File: config.mk
export PLATFORM = sky130hd
export DESIGN_NAME = http_date_parser
export DESIGN_NICKNAME = d
export VERILOG_FILES = /design/src/sv/hdp_pkg.sv /design/src/sv/hdp_parser.sv /design/src/sv/hdp_epoch.sv /design/src/sv/http_date_parser.sv
export VERILOG_INCLUDE_DIRS = /design/src /design/src/sv
export SDC_FILE = /design/constraint.sdc
export NUM_CORES = 2
export LEC_CHECK = 0
export BUFFER_PORTS_ARGS = -buffer_cell sky130_fd_sc_hd__buf_2
export CORE_ASPECT_RATIO = 1.1
export CORE_UTILIZATION = 40
export DETAILED_ROUTE_END_ITERATION = 12
export GPL_TIMING_DRIVEN = 0
export HOLD_SLACK_MARGIN = 0.05
export SETUP_SLACK_MARGIN = 0.2
export SYNTH_ARGS = -nofsm -noshare
export SYNTH_HDL_FRONTEND = slang
export SYNTH_SLANG_ARGS = --single-unit
File: constraint.sdc
create_clock -name clk -period 25.1 [get_ports clk]
set_clock_uncertainty 0.15 [all_clocks]
set_input_delay 3.765 -clock clk [delete_from_list [all_inputs] [get_ports clk]]
set_output_delay 3.765 -clock clk [all_outputs]
set_load 0.05 [all_outputs]
File: src/sv/http_date_parser_defines.svh
// assertion macros for the http date parser
// no dependencies; included by the files that carry assertions
`ifndef HTTP_DATE_PARSER_DEFINES_SVH
`define HTTP_DATE_PARSER_DEFINES_SVH
`ifndef ASSERT_OFF
`define HDP_ASSERT(lbl, clk, rst_n, prop) \
  lbl: assert property (@(posedge clk) disable iff (!rst_n) prop) \
    else $error("hdp assertion failed");
`define HDP_ASSERT_RST(lbl, clk, prop) \
  lbl: assert property (@(posedge clk) prop) \
    else $error("hdp reset assertion failed");
`else
`define HDP_ASSERT(lbl, clk, rst_n, prop)
`define HDP_ASSERT_RST(lbl, clk, prop)
`endif
`endif

File: src/sv/hdp_pkg.sv
// shared widths, field struct and month tables for the http date parser
// no dependencies
package hdp_pkg;

  localparam int MAX_NUM_DIGITS = 4;
  localparam int ACC_W   = $clog2(10 ** MAX_NUM_DIGITS);
  localparam int YEAR_W  = $clog2(10 ** MAX_NUM_DIGITS + 400);
  localparam int DAY_W   = YEAR_W + 14;
  localparam int SEC_W   = 39;
  localparam int TV_W    = 7;
  localparam int HMS_W   = 19;
  localparam int REST_W  = 21;
  localparam int DOY_W   = 9;
  localparam int DC_W    = 3;

  // floor(y / 100) by reciprocal multiply, exact for y below 2**YEAR_W
  localparam int RECIP_SH = YEAR_W + 7;
  localparam int RECIP_W  = YEAR_W + 1;
  localparam int PROD_W   = YEAR_W + RECIP_W;
  localparam int Q_W      = PROD_W - RECIP_SH;
  localparam logic [RECIP_W-1:0] RECIP =
    RECIP_W'(((64'd1 << RECIP_SH) + 64'd99) / 64'd100);

  // days from 0000-03-01 shifted by 400 years to 1970-01-01
  localparam logic signed [DAY_W-1:0] EPOCH_OFS = DAY_W'(865565);
  localparam logic signed [SEC_W-1:0] SEC_PER_DAY = SEC_W'(86400);

  typedef struct packed {
    logic              fmt_ok;
    logic              zone_num;
    logic [ACC_W-1:0]  year;
    logic [ACC_W-1:0]  day;
    logic [14:0]       mon;
    logic [TV_W-1:0]   hour;
    logic [TV_W-1:0]   minute;
    logic [TV_W-1:0]   second;
    logic              zneg;
    logic [TV_W-1:0]   zhour;
    logic [TV_W-1:0]   zmin;
  } hdp_fields_t;

  function automatic logic [14:0] mcode(logic [7:0] a, logic [7:0] b, logic [7:0] c);
    mcode = {5'(a - 8'h61), 5'(b - 8'h61), 5'(c - 8'h61)};
  endfunction

  localparam logic [14:0] MONTH_CODES [12] = '{
    mcode("j", "a", "n"), mcode("f", "e", "b"), mcode("m", "a", "r"),
    mcode("a", "p", "r"), mcode("m", "a", "y"), mcode("j", "u", "n"),
    mcode("j", "u", "l"), mcode("a", "u", "g"), mcode("s", "e", "p"),
    mcode("o", "c", "t"), mcode("n", "o", "v"), mcode("d", "e", "c")
  };

  // {found, index} for a packed month name
  function automatic logic [4:0] month_lookup(logic [14:0] ml);
    logic [4:0] res;
    res = 5'd0;
    for (int i = 11; i >= 0; i--) begin
      if (ml == MONTH_CODES[i]) begin
        res = {1'b1, 4'(i)};
      end
    end
    return res;
  endfunction

  // day of a march-based year at which a month starts
  function automatic logic [DOY_W-1:0] month_doy(logic [3:0] idx);
    logic [DOY_W-1:0] d;
    case (idx)
      4'd0:    d = 9'd306;
      4'd1:    d = 9'd337;
      4'd2:    d = 9'd0;
      4'd3:    d = 9'd31;
      4'd4:    d = 9'd61;
      4'd5:    d = 9'd92;
      4'd6:    d = 9'd122;
      4'd7:    d = 9'd153;
      4'd8:    d = 9'd184;
      4'd9:    d = 9'd214;
      4'd10:   d = 9'd245;
      4'd11:   d = 9'd275;
      default: d = 9'd0;
    endcase
    return d;
  endfunction

endpackage

File: src/sv/hdp_parser.sv
// character-level pattern checker and field capture
// depends on hdp_pkg and http_date_parser_defines.svh
`include "http_date_parser_defines.svh"
module hdp_parser (
  input  logic                clk,
  input  logic                rst_n,
  input  logic                in_acc,
  input  logic [7:0]          in_char,
  input  logic                in_last,
  output logic                fld_valid,
  output hdp_pkg::hdp_fields_t fld
);
  import hdp_pkg::*;

  typedef enum logic [25:0] {
    PH_WD     = 26'd1 << 0,  PH_COMMA  = 26'd1 << 1,  PH_SP1    = 26'd1 << 2,
    PH_SP1B   = 26'd1 << 3,  PH_DAY    = 26'd1 << 4,  PH_SP2    = 26'd1 << 5,
    PH_MON    = 26'd1 << 6,  PH_MONEND = 26'd1 << 7,  PH_SP3    = 26'd1 << 8,
    PH_YEAR   = 26'd1 << 9,  PH_SP4    = 26'd1 << 10, PH_HH2    = 26'd1 << 11,
    PH_C1     = 26'd1 << 12, PH_MM1    = 26'd1 << 13, PH_MM2    = 26'd1 << 14,
    PH_C2     = 26'd1 << 15, PH_SS1    = 26'd1 << 16, PH_SS2    = 26'd1 << 17,
    PH_SPZ    = 26'd1 << 18, PH_ZSTART = 26'd1 << 19, PH_ZNAME  = 26'd1 << 20,
    PH_ZD1    = 26'd1 << 21, PH_ZD2    = 26'd1 << 22, PH_ZD3    = 26'd1 << 23,
    PH_ZD4    = 26'd1 << 24, PH_END    = 26'd1 << 25
  } hdp_phase_t;

  hdp_phase_t       phase_r, phase_nxt;
  logic [DC_W-1:0]  dc_r, dc_nxt;
  logic [ACC_W-1:0] acc_r, acc_nxt;
  logic [ACC_W-1:0] day_r, day_nxt;
  logic [ACC_W-1:0] year_r, year_nxt;
  logic [14:0]      mon_r, mon_nxt;
  logic [TV_W-1:0]  hour_r, hour_nxt, min_r, min_nxt, sec_r, sec_nxt;
  logic [TV_W-1:0]  zh_r, zh_nxt;
  logic             zneg_r, zneg_nxt, zok_r, zok_nxt, err_r, err_nxt;

  logic             dig, is_let, sp, ok;
  logic [3:0]       dv;
  logic [7:0]       lc, gchar;
  logic [4:0]       lidx;

  // character classes
  always_comb begin
    dig    = (in_char >= "0") && (in_char <= "9");
    dv     = dig ? 4'(in_char - 8'h30) : 4'd0;
    lc     = in_char | 8'h20;
    is_let = !in_char[7] && (lc >= "a") && (lc <= "z");
    sp     = (in_char == " ");
    lidx   = 5'(lc - 8'h61);
    case (dc_r)
      3'd0:    gchar = "g";
      3'd1:    gchar = "m";
      3'd2:    gchar = "t";
      default: gchar = 8'h00;
    endcase
  end

  // next phase and captured fields
  always_comb begin
    phase_nxt = phase_r;
    dc_nxt    = dc_r;
    acc_nxt   = acc_r;
    day_nxt   = day_r;
    year_nxt  = year_r;
    mon_nxt   = mon_r;
    hour_nxt  = hour_r;
    min_nxt   = min_r;
    sec_nxt   = sec_r;
    zh_nxt    = zh_r;
    zneg_nxt  = zneg_r;
    zok_nxt   = zok_r;
    err_nxt   = err_r;
    ok        = 1'b0;
    if (!err_r) begin
      case (phase_r)
        PH_WD: if (is_let) begin
          ok = 1'b1;
          if (dc_r >= 3'd2) begin
            dc_nxt    = 3'd0;
            phase_nxt = PH_COMMA;
          end else begin
            dc_nxt = dc_r + 3'd1;
          end
        end
        PH_COMMA: if (in_char == ",") begin
          ok        = 1'b1;
          phase_nxt = PH_SP1;
        end
        PH_SP1: if (sp) begin
          ok        = 1'b1;
          phase_nxt = PH_SP1B;
        end
        PH_SP1B, PH_SP3: begin
          if (sp) begin
            ok = 1'b1;
          end else if (dig) begin
            ok        = 1'b1;
            acc_nxt   = ACC_W'(dv);
            dc_nxt    = 3'd1;
            phase_nxt = (phase_r == PH_SP1B) ? PH_DAY : PH_YEAR;
          end
        end
        PH_DAY, PH_YEAR: begin
          if (dig) begin
            ok = 1'b1;
            if (dc_r >= DC_W'(MAX_NUM_DIGITS)) begin
              err_nxt = 1'b1;
            end else begin
              acc_nxt = ACC_W'(acc_r * ACC_W'(10) + ACC_W'(dv));
              dc_nxt  = dc_r + 3'd1;
            end
          end else if (sp) begin
            ok = 1'b1;
            if (phase_r == PH_DAY) begin
              day_nxt   = acc_r;
              phase_nxt = PH_SP2;
            end else begin
              year_nxt  = acc_r;
              phase_nxt = PH_SP4;
            end
          end
        end
        PH_SP2: begin
          if (sp) begin
            ok = 1'b1;
          end else if (is_let) begin
            ok        = 1'b1;
            mon_nxt   = 15'(lidx);
            dc_nxt    = 3'd1;
            phase_nxt = PH_MON;
          end
        end
        PH_MON: if (is_let) begin
          ok      = 1'b1;
          mon_nxt = {mon_r[9:0], lidx};
          if (dc_r >= 3'd2) begin
            dc_nxt    = 3'd0;
            phase_nxt = PH_MONEND;
          end else begin
            dc_nxt = dc_r + 3'd1;
          end
        end
        PH_MONEND: if (sp) begin
          ok        = 1'b1;
          phase_nxt = PH_SP3;
        end
        PH_SP4: begin
          if (sp) begin
            ok = 1'b1;
          end else if (dig) begin
            ok        = 1'b1;
            hour_nxt  = TV_W'(dv);
            phase_nxt = PH_HH2;
          end
        end
        PH_HH2: if (dig) begin
          ok        = 1'b1;
          hour_nxt  = TV_W'(hour_r * TV_W'(10) + TV_W'(dv));
          phase_nxt = PH_C1;
        end
        PH_C1: if (in_char == ":") begin
          ok        = 1'b1;
          phase_nxt = PH_MM1;
        end
        PH_MM1: if (dig) begin
          ok        = 1'b1;
          min_nxt   = TV_W'(dv);
          phase_nxt = PH_MM2;
        end
        PH_MM2: if (dig) begin
          ok        = 1'b1;
          min_nxt   = TV_W'(min_r * TV_W'(10) + TV_W'(dv));
          phase_nxt = PH_C2;
        end
        PH_C2: if (in_char == ":") begin
          ok        = 1'b1;
          phase_nxt = PH_SS1;
        end
        PH_SS1: if (dig) begin
          ok        = 1'b1;
          sec_nxt   = TV_W'(dv);
          phase_nxt = PH_SS2;
        end
        PH_SS2: if (dig) begin
          ok        = 1'b1;
          sec_nxt   = TV_W'(sec_r * TV_W'(10) + TV_W'(dv));
          phase_nxt = PH_SPZ;
        end
        PH_SPZ: if (sp) begin
          ok        = 1'b1;
          phase_nxt = PH_ZSTART;
        end
        PH_ZSTART: begin
          if (sp) begin
            ok = 1'b1;
          end else if (is_let) begin
            ok        = 1'b1;
            zok_nxt   = zok_r & (lc == "g");
            dc_nxt    = 3'd1;
            phase_nxt = PH_ZNAME;
          end else if ((in_char == "+") || (in_char == "-")) begin
            ok        = 1'b1;
            zneg_nxt  = (in_char == "-");
            phase_nxt = PH_ZD1;
          end
        end
        PH_ZNAME: if (is_let) begin
          ok = 1'b1;
          if ((dc_r >= 3'd3) || (lc != gchar)) begin
            zok_nxt = 1'b0;
          end
          if (dc_r < 3'd7) begin
            dc_nxt = dc_r + 3'd1;
          end
        end
        PH_ZD1: if (dig) begin
          ok        = 1'b1;
          zh_nxt    = TV_W'(dv);
          phase_nxt = PH_ZD2;
        end
        PH_ZD2: if (dig) begin
          ok        = 1'b1;
          zh_nxt    = TV_W'(zh_r * TV_W'(10) + TV_W'(dv));
          phase_nxt = PH_ZD3;
        end
        PH_ZD3: if (dig) begin
          ok        = 1'b1;
          acc_nxt   = ACC_W'(dv);
          phase_nxt = PH_ZD4;
        end
        PH_ZD4: if (dig) begin
          ok        = 1'b1;
          acc_nxt   = ACC_W'(acc_r * ACC_W'(10) + ACC_W'(dv));
          phase_nxt = PH_END;
        end
        default: ok = 1'b0;
      endcase
      if (!ok) begin
        err_nxt = 1'b1;
      end
    end
  end

  // fields handed to the seconds pipeline on the last character
  always_comb begin
    fld_valid    = in_acc && in_last;
    fld.fmt_ok   = !err_nxt && (((phase_nxt == PH_ZNAME) && zok_nxt && (dc_nxt == 3'd3)) ||
                                (phase_nxt == PH_END));
    fld.zone_num = (phase_nxt == PH_END);
    fld.year     = year_nxt;
    fld.day      = day_nxt;
    fld.mon      = mon_nxt;
    fld.hour     = hour_nxt;
    fld.minute   = min_nxt;
    fld.second   = sec_nxt;
    fld.zneg     = zneg_nxt;
    fld.zhour    = zh_nxt;
    fld.zmin     = TV_W'(acc_nxt);
  end

  // parser state, back to the start after every last character
  always_ff @(posedge clk) begin
    if (!rst_n || (in_acc && in_last)) begin
      phase_r <= PH_WD;
      dc_r    <= '0;
      acc_r   <= '0;
      day_r   <= '0;
      year_r  <= '0;
      mon_r   <= '0;
      hour_r  <= '0;
      min_r   <= '0;
      sec_r   <= '0;
      zh_r    <= '0;
      zneg_r  <= 1'b0;
      zok_r   <= 1'b1;
      err_r   <= 1'b0;
    end else if (in_acc) begin
      phase_r <= phase_nxt;
      dc_r    <= dc_nxt;
      acc_r   <= acc_nxt;
      day_r   <= day_nxt;
      year_r  <= year_nxt;
      mon_r   <= mon_nxt;
      hour_r  <= hour_nxt;
      min_r   <= min_nxt;
      sec_r   <= sec_nxt;
      zh_r    <= zh_nxt;
      zneg_r  <= zneg_nxt;
      zok_r   <= zok_nxt;
      err_r   <= err_nxt;
    end
  end

  `HDP_ASSERT(a_last_clears, clk, rst_n, in_acc && in_last |=> phase_r == PH_WD && !err_r && dc_r == 3'd0)
  `HDP_ASSERT(a_err_sticky, clk, rst_n, err_r && !(in_acc && in_last) |=> err_r)
  `HDP_ASSERT(a_count_bound, clk, rst_n, phase_r != PH_ZNAME |-> dc_r <= DC_W'(MAX_NUM_DIGITS))

endmodule

File: src/sv/hdp_epoch.sv
// pipeline from captured date fields to utc seconds, ending in the output register
// depends on hdp_pkg
module hdp_epoch (
  input  logic                 clk,
  input  logic                 rst_n,
  input  logic                 en,
  input  logic                 fld_valid,
  input  hdp_pkg::hdp_fields_t fld,
  output logic                 res_valid,
  output logic                 res_ok,
  output logic [hdp_pkg::SEC_W-1:0] res_secs
);
  import hdp_pkg::*;

  logic                     v1_r, v2_r, v3_r, v4_r, vo_r;
  hdp_fields_t              f1_r;
  logic                     ok2_r, ok3_r, ok4_r, oko_r;
  logic [YEAR_W-1:0]        y2_r, y3_r;
  logic signed [DAY_W-1:0]  base2_r, base3_r;
  logic signed [REST_W-1:0] rest2_r, rest3_r, rest4_r;
  logic [PROD_W-1:0]        prod3_r;
  logic signed [DAY_W-1:0]  days4_r;
  logic [SEC_W-1:0]         secs_r;

  logic [4:0]               mlook;
  logic [HMS_W-1:0]         hms, tz;
  logic [YEAR_W-1:0]        y_s2;
  logic signed [DAY_W-1:0]  base_s2, days_s4;
  logic signed [REST_W-1:0] rest_s2;
  logic [Q_W-1:0]           q100;
  logic signed [SEC_W-1:0]  secs_s5;

  // month, march-based year, hms and zone terms
  always_comb begin
    mlook   = month_lookup(f1_r.mon);
    y_s2    = YEAR_W'(f1_r.year) + YEAR_W'(400) - YEAR_W'(mlook[3:0] < 4'd2);
    base_s2 = DAY_W'(month_doy(mlook[3:0])) + DAY_W'(f1_r.day) - DAY_W'(1);
    hms     = HMS_W'(HMS_W'(f1_r.hour) * HMS_W'(3600)) +
              HMS_W'(HMS_W'(f1_r.minute) * HMS_W'(60)) + HMS_W'(f1_r.second);
    tz      = HMS_W'(HMS_W'(f1_r.zhour) * HMS_W'(3600)) +
              HMS_W'(HMS_W'(f1_r.zmin) * HMS_W'(60));
    if (!f1_r.zone_num) begin
      rest_s2 = REST_W'(hms);
    end else if (f1_r.zneg) begin
      rest_s2 = REST_W'(hms) + REST_W'(tz);
    end else begin
      rest_s2 = REST_W'(hms) - REST_W'(tz);
    end
  end

  // day count from the year quotient, and seconds from the day count
  always_comb begin
    q100    = prod3_r[PROD_W-1:RECIP_SH];
    days_s4 = DAY_W'(y3_r) * DAY_W'(365) + DAY_W'(y3_r >> 2) - DAY_W'(q100) +
              DAY_W'(q100 >> 2) + base3_r - EPOCH_OFS;
    secs_s5 = SEC_W'(days4_r) * SEC_PER_DAY + SEC_W'(rest4_r);
  end

  // stage valid bits
  always_ff @(posedge clk) begin
    if (!rst_n) begin
      v1_r <= 1'b0;
      v2_r <= 1'b0;
      v3_r <= 1'b0;
      v4_r <= 1'b0;
      vo_r <= 1'b0;
    end else if (en) begin
      v1_r <= fld_valid;
      v2_r <= v1_r;
      v3_r <= v2_r;
      v4_r <= v3_r;
      vo_r <= v4_r;
    end
  end

  // stage payloads
  always_ff @(posedge clk) begin
    if (en) begin
      f1_r    <= fld;
      ok2_r   <= f1_r.fmt_ok && mlook[4];
      y2_r    <= y_s2;
      base2_r <= base_s2;
      rest2_r <= rest_s2;
      ok3_r   <= ok2_r;
      y3_r    <= y2_r;
      base3_r <= base2_r;
      rest3_r <= rest2_r;
      prod3_r <= PROD_W'(PROD_W'(y2_r) * PROD_W'(RECIP));
      ok4_r   <= ok3_r;
      days4_r <= days_s4;
      rest4_r <= rest3_r;
      oko_r   <= ok4_r;
      secs_r  <= ok4_r ? secs_s5 : '0;
    end
  end

  assign res_valid = vo_r;
  assign res_ok    = oko_r;
  assign res_secs  = secs_r;

endmodule

File: src/sv/http_date_parser.sv
// http date parser: one character accepted per cycle while the output is not stalled
// the result for a string passes the five pipeline registers after its last character is accepted
// throughput one character per cycle while not stalled, set by the single-pass parser state update
// a stalled result holds the five-stage seconds pipeline and input together
// synchronous active-low reset returns the parser to the weekday letters, pipeline empty
// depends on hdp_pkg, hdp_parser, hdp_epoch and http_date_parser_defines.svh
`include "http_date_parser_defines.svh"
module http_date_parser (
  input  logic        clk,
  input  logic        rst_n,
  input  logic        in_tvalid,
  output logic        in_tready,
  input  logic [7:0]  in_tdata,   // char_in
  input  logic        in_tlast,   // is_last
  output logic        out_tvalid,
  input  logic        out_tready,
  output logic [39:0] out_tdata   // valid_res, epoch_seconds
);
  import hdp_pkg::*;

  logic             en, in_acc, fld_valid, res_ok;
  hdp_fields_t      fld;
  logic [SEC_W-1:0] res_secs;

  // whole path advances when the output register is free or drained
  assign en        = !out_tvalid || out_tready;
  assign in_tready = en;
  assign in_acc    = in_tvalid && en;

  hdp_parser u_parser (
    .clk       (clk),
    .rst_n     (rst_n),
    .in_acc    (in_acc),
    .in_char   (in_tdata),
    .in_last   (in_tlast),
    .fld_valid (fld_valid),
    .fld       (fld)
  );

  hdp_epoch u_epoch (
    .clk       (clk),
    .rst_n     (rst_n),
    .en        (en),
    .fld_valid (fld_valid),
    .fld       (fld),
    .res_valid (out_tvalid),
    .res_ok    (res_ok),
    .res_secs  (res_secs)
  );

  assign out_tdata = {res_secs, res_ok};

  `HDP_ASSERT(a_invalid_zero, clk, rst_n, out_tvalid && !out_tdata[0] |-> out_tdata[39:1] == '0)
  `HDP_ASSERT(a_out_hold, clk, rst_n, out_tvalid && !out_tready |=> out_tvalid && $stable(out_tdata))
  `HDP_ASSERT_RST(a_reset_empty, clk, !rst_n |=> !out_tvalid)

endmodule

==> impl_results.md <==
* Outcome: completed
* Chip width at just over 300 µm
* Register Area at ~0.012 mm²
* DRT Pass-1 Iters at 5
* CTS tree: yes
* Ant diodes at 0
* Post-CTS Setup Bufs at 0
* Routed len/inst at between 15 and 20 µm
* GRT Total Usage at 19.65%
* Final Setup Violations at 0
* Final wirelength at between 100 and 150 mm
* Post-CTS sizing at 0
* Synth warn at 0
* Largest net degree at the start of global routing at 131
* Setup crit start kind: input pin
* Post-Place Setup Slack at between 15 and 20 ns
* Initial antenna violation count at 2
* Final worst-path setup slack at ~15 ns
* Commonest cells after routing, fill and taps aside: inv_1 (631), ha_1 (623), nor2_1 (309), edfxtp_1 (303), nand2_1 (286)
* CTS clk-pin slew, worst paths at roughly 0.06 ns
* First-pass GRT wire length at roughly 160 mm
* Min Tclk post-route at 9.951 ns
* Hpwl dp at 81.76 mm
* Most common cell after layout, fill and taps aside: inv_1
* Total CTS buffers at 52
* CTS Buffer Depth at 3
* Slew at the pin closest to its max-slew limit at ~1.1 ns
* Core Util, Final at between 40 and 50%
* Syn Inst Count at ~4300
* Post-synthesis async set-or-reset flop share at 0%
* Syn avg cell area at between 9 and 10 µm²
* Cell row count at between 100 and 150
* Multi-input gate area in the final layout at roughly 0.026 mm²
* Primary FF master, synth: edfxtp_1
* Bufs and invs on worst path at 5
* Arrival @ worst endpoint at just over 6 ns
* Post-synth EDFFs at between 300 and 400
* Crit Path Category: in -> out
* # hold bufs at CTS at 0
* DRC Markers at 0
* Sequential-to-total area share from yosys stat at roughly 28%
* Post-synthesis cell type count at 95
* Worst slew margin at between 20% and 30%
* Required time of the critical path at 21.18 ns
* Worst path slowest cell: nor2b_1
* GPL Wtd Cong at 0.9696
* Clock latency at the later pin of the worst-skew pair at approximately 0.63 ns
* Antenna-violating nets left at 0
* Starting DRT DRC Count at roughly 1700
* Crit end category: primary output
* Vias in the first global route at ~30000
* Tcrit/Tclk final at between 30% and 40%
* Vias per cell at approximately 5.3
* Fmax at between 0.1 and 0.15 GHz
* Buffers on Ports at between 50 and 60
* Max Cap Viol at 0
* Fin. max-slew vios at 0
* Synthesized Nets at ~5200
* Total Nets Final at approximately 5300
* I/O pins at 55
* CTS Sinks at around 430
* Hold Vio Cnt, Final at 0
* Layout cells sized above 1 at 5.548%
* Filler cells at 9741
* Total Neg Setup Slack at 0 ns
* RSZ-0062 raised after global routing: no
* H-tree levels at 2
* Initial Utilization at 40.43%
* Flops & latches, synth at 425
* Die area at 0.1033 mm²
* CP cell instances: buf_2 -> nor2b_1 -> inv_8 -> buf_16 -> buf_16 -> buf_2
* Crit-path leading delay family: buffers and inverters
* Root buffer cell: clkbuf_16
* Hold crit path type: reg -> reg
* Crit-path max FO at 130
* Die Y at ~340 µm
* Highest cell delay on the worst timing path at between 0.5 and 0.6 ns
* Congestion Overflow GR at 0
* Core area at just over 0.1 mm²
* Mapped Area at ~0.041 mm²
* Total number of vias at slightly above 30000
* Area grow syn2layout at 9.345%
## kinds of logic after synthesis
group | count (synthesis) | share of synthesized area, %
AOI/OAI and AO/OA | 831 | 13.23
and+or+nand+nor | 1128 | 13.70
buffers and inverters | 736 | 6.848
DFF | 425 | 28.29
adders and majority gates | 875 | 31.47
xor gates and xnor gates | 244 | 5.272
muxes | 44 | 1.187
## path summary, 6_finish.rpt
| path | endpoint | start | cells past startpoint | slack (ns) |
|---|---|---|---|---|
| worst max-delay path | in_tready | out_tready | 6 | 15.15 |
| worst min register to register | u_epoch.rest3_r[8] | u_epoch.rest2_r[8] | 0 | 0.25 |
| worst min-delay path | u_epoch.rest3_r[8] | u_epoch.rest2_r[8] | 0 | 0.25 |
| worst max register to register | u_epoch.days4_r[26] | u_epoch.y3_r[5] | 26 | 16.75 |
## synth_stat cells (17+ instances only)
cell type	count	area share [%]
dfxtp_1	122	6.0
nand4_1	34	0.52
inv_1	632	5.8
a22o_1	24	0.52
nor3_1	120	1.5
a21boi_0	22	0.40
a31oi_1	39	0.60
xor2_1	61	1.3
mux2_2	35	0.97
or3_1	24	0.37
nand3_1	71	0.87
fa_1	252	12
o21a_1	22	0.40
a211oi_1	46	0.85
and3_1	35	0.54
a21oi_1	248	3.0
nand2b_1	42	0.64
and2_1	30	0.46
clkbuf_1	79	0.73
nor4_1	26	0.40
o21bai_1	30	0.55
edfxtp_1	303	22
nor2b_1	40	0.61
nor2_1	309	2.8
nand2_1	286	2.6
ha_1	623	19
xnor2_1	182	3.9
a21o_1	60	1.1
o21ai_0	154	1.9
or2_2	17	0.26
## layer usage
| layer | GRT usage, % | part of all wire (%) |
|---|---|---|
| met1 | 24.32 | 44 |
| met2 | 35.42 | 50 |
| met3 | 2.125 | 3.6 |
| met4 | 6.606 | 3.4 |
| met5 | 0 | 0.013 |
## final cells by class
class | count | share of cell area (%)
inverter | 634 | 5.352
multi-input combinational | 3122 | 59.32
timing repair buffer | 54 | 0.7068
sequential | 425 | 25.87
clock inverter | 38 | 0.9088
buffer | 102 | 0.9284
tap | 1364 | 3.826
clock buffer | 59 | 3.088
## registers in the layout, summed over array words and instances, names as in the netlist, 3 cells and up
name              cells
u_epoch.base3_r      26
u_parser.min_r        7
u_parser.mon_r       15
u_parser.sec_r        7
u_epoch.rest3_r      21
u_epoch.y3_r         14
u_epoch.f1_r         81
u_epoch.rest2_r      21
u_epoch.res_secs     39
u_epoch.y2_r         14
u_parser.hour_r       7
u_parser.phase_r     26
u_parser.dc_r         3
u_epoch.prod3_r       8
u_epoch.rest4_r      21
u_parser.day_r       14
u_parser.zh_r         7
u_parser.acc_r       14
u_parser.year_r      14
u_epoch.days4_r      28
u_epoch.base2_r      26
## through the flow
step | hold slack (ns) | area (µm²) | cells
after floorplan | 0.2503 | 40800 | 4283
after global routing | 0.2558 | 44610 | 5798
after global placement | 0.2507 | 42760 | 5699
after detailed placement | 0.2545 | 42830 | 5701
after CTS | 0.2471 | 44610 | 5798
final | 0.2498 | 44610 | 5798
Power is left out: the tool's default activity adds up to more than one toggle a clock period on the data nets, which glitch-free logic cannot reach.
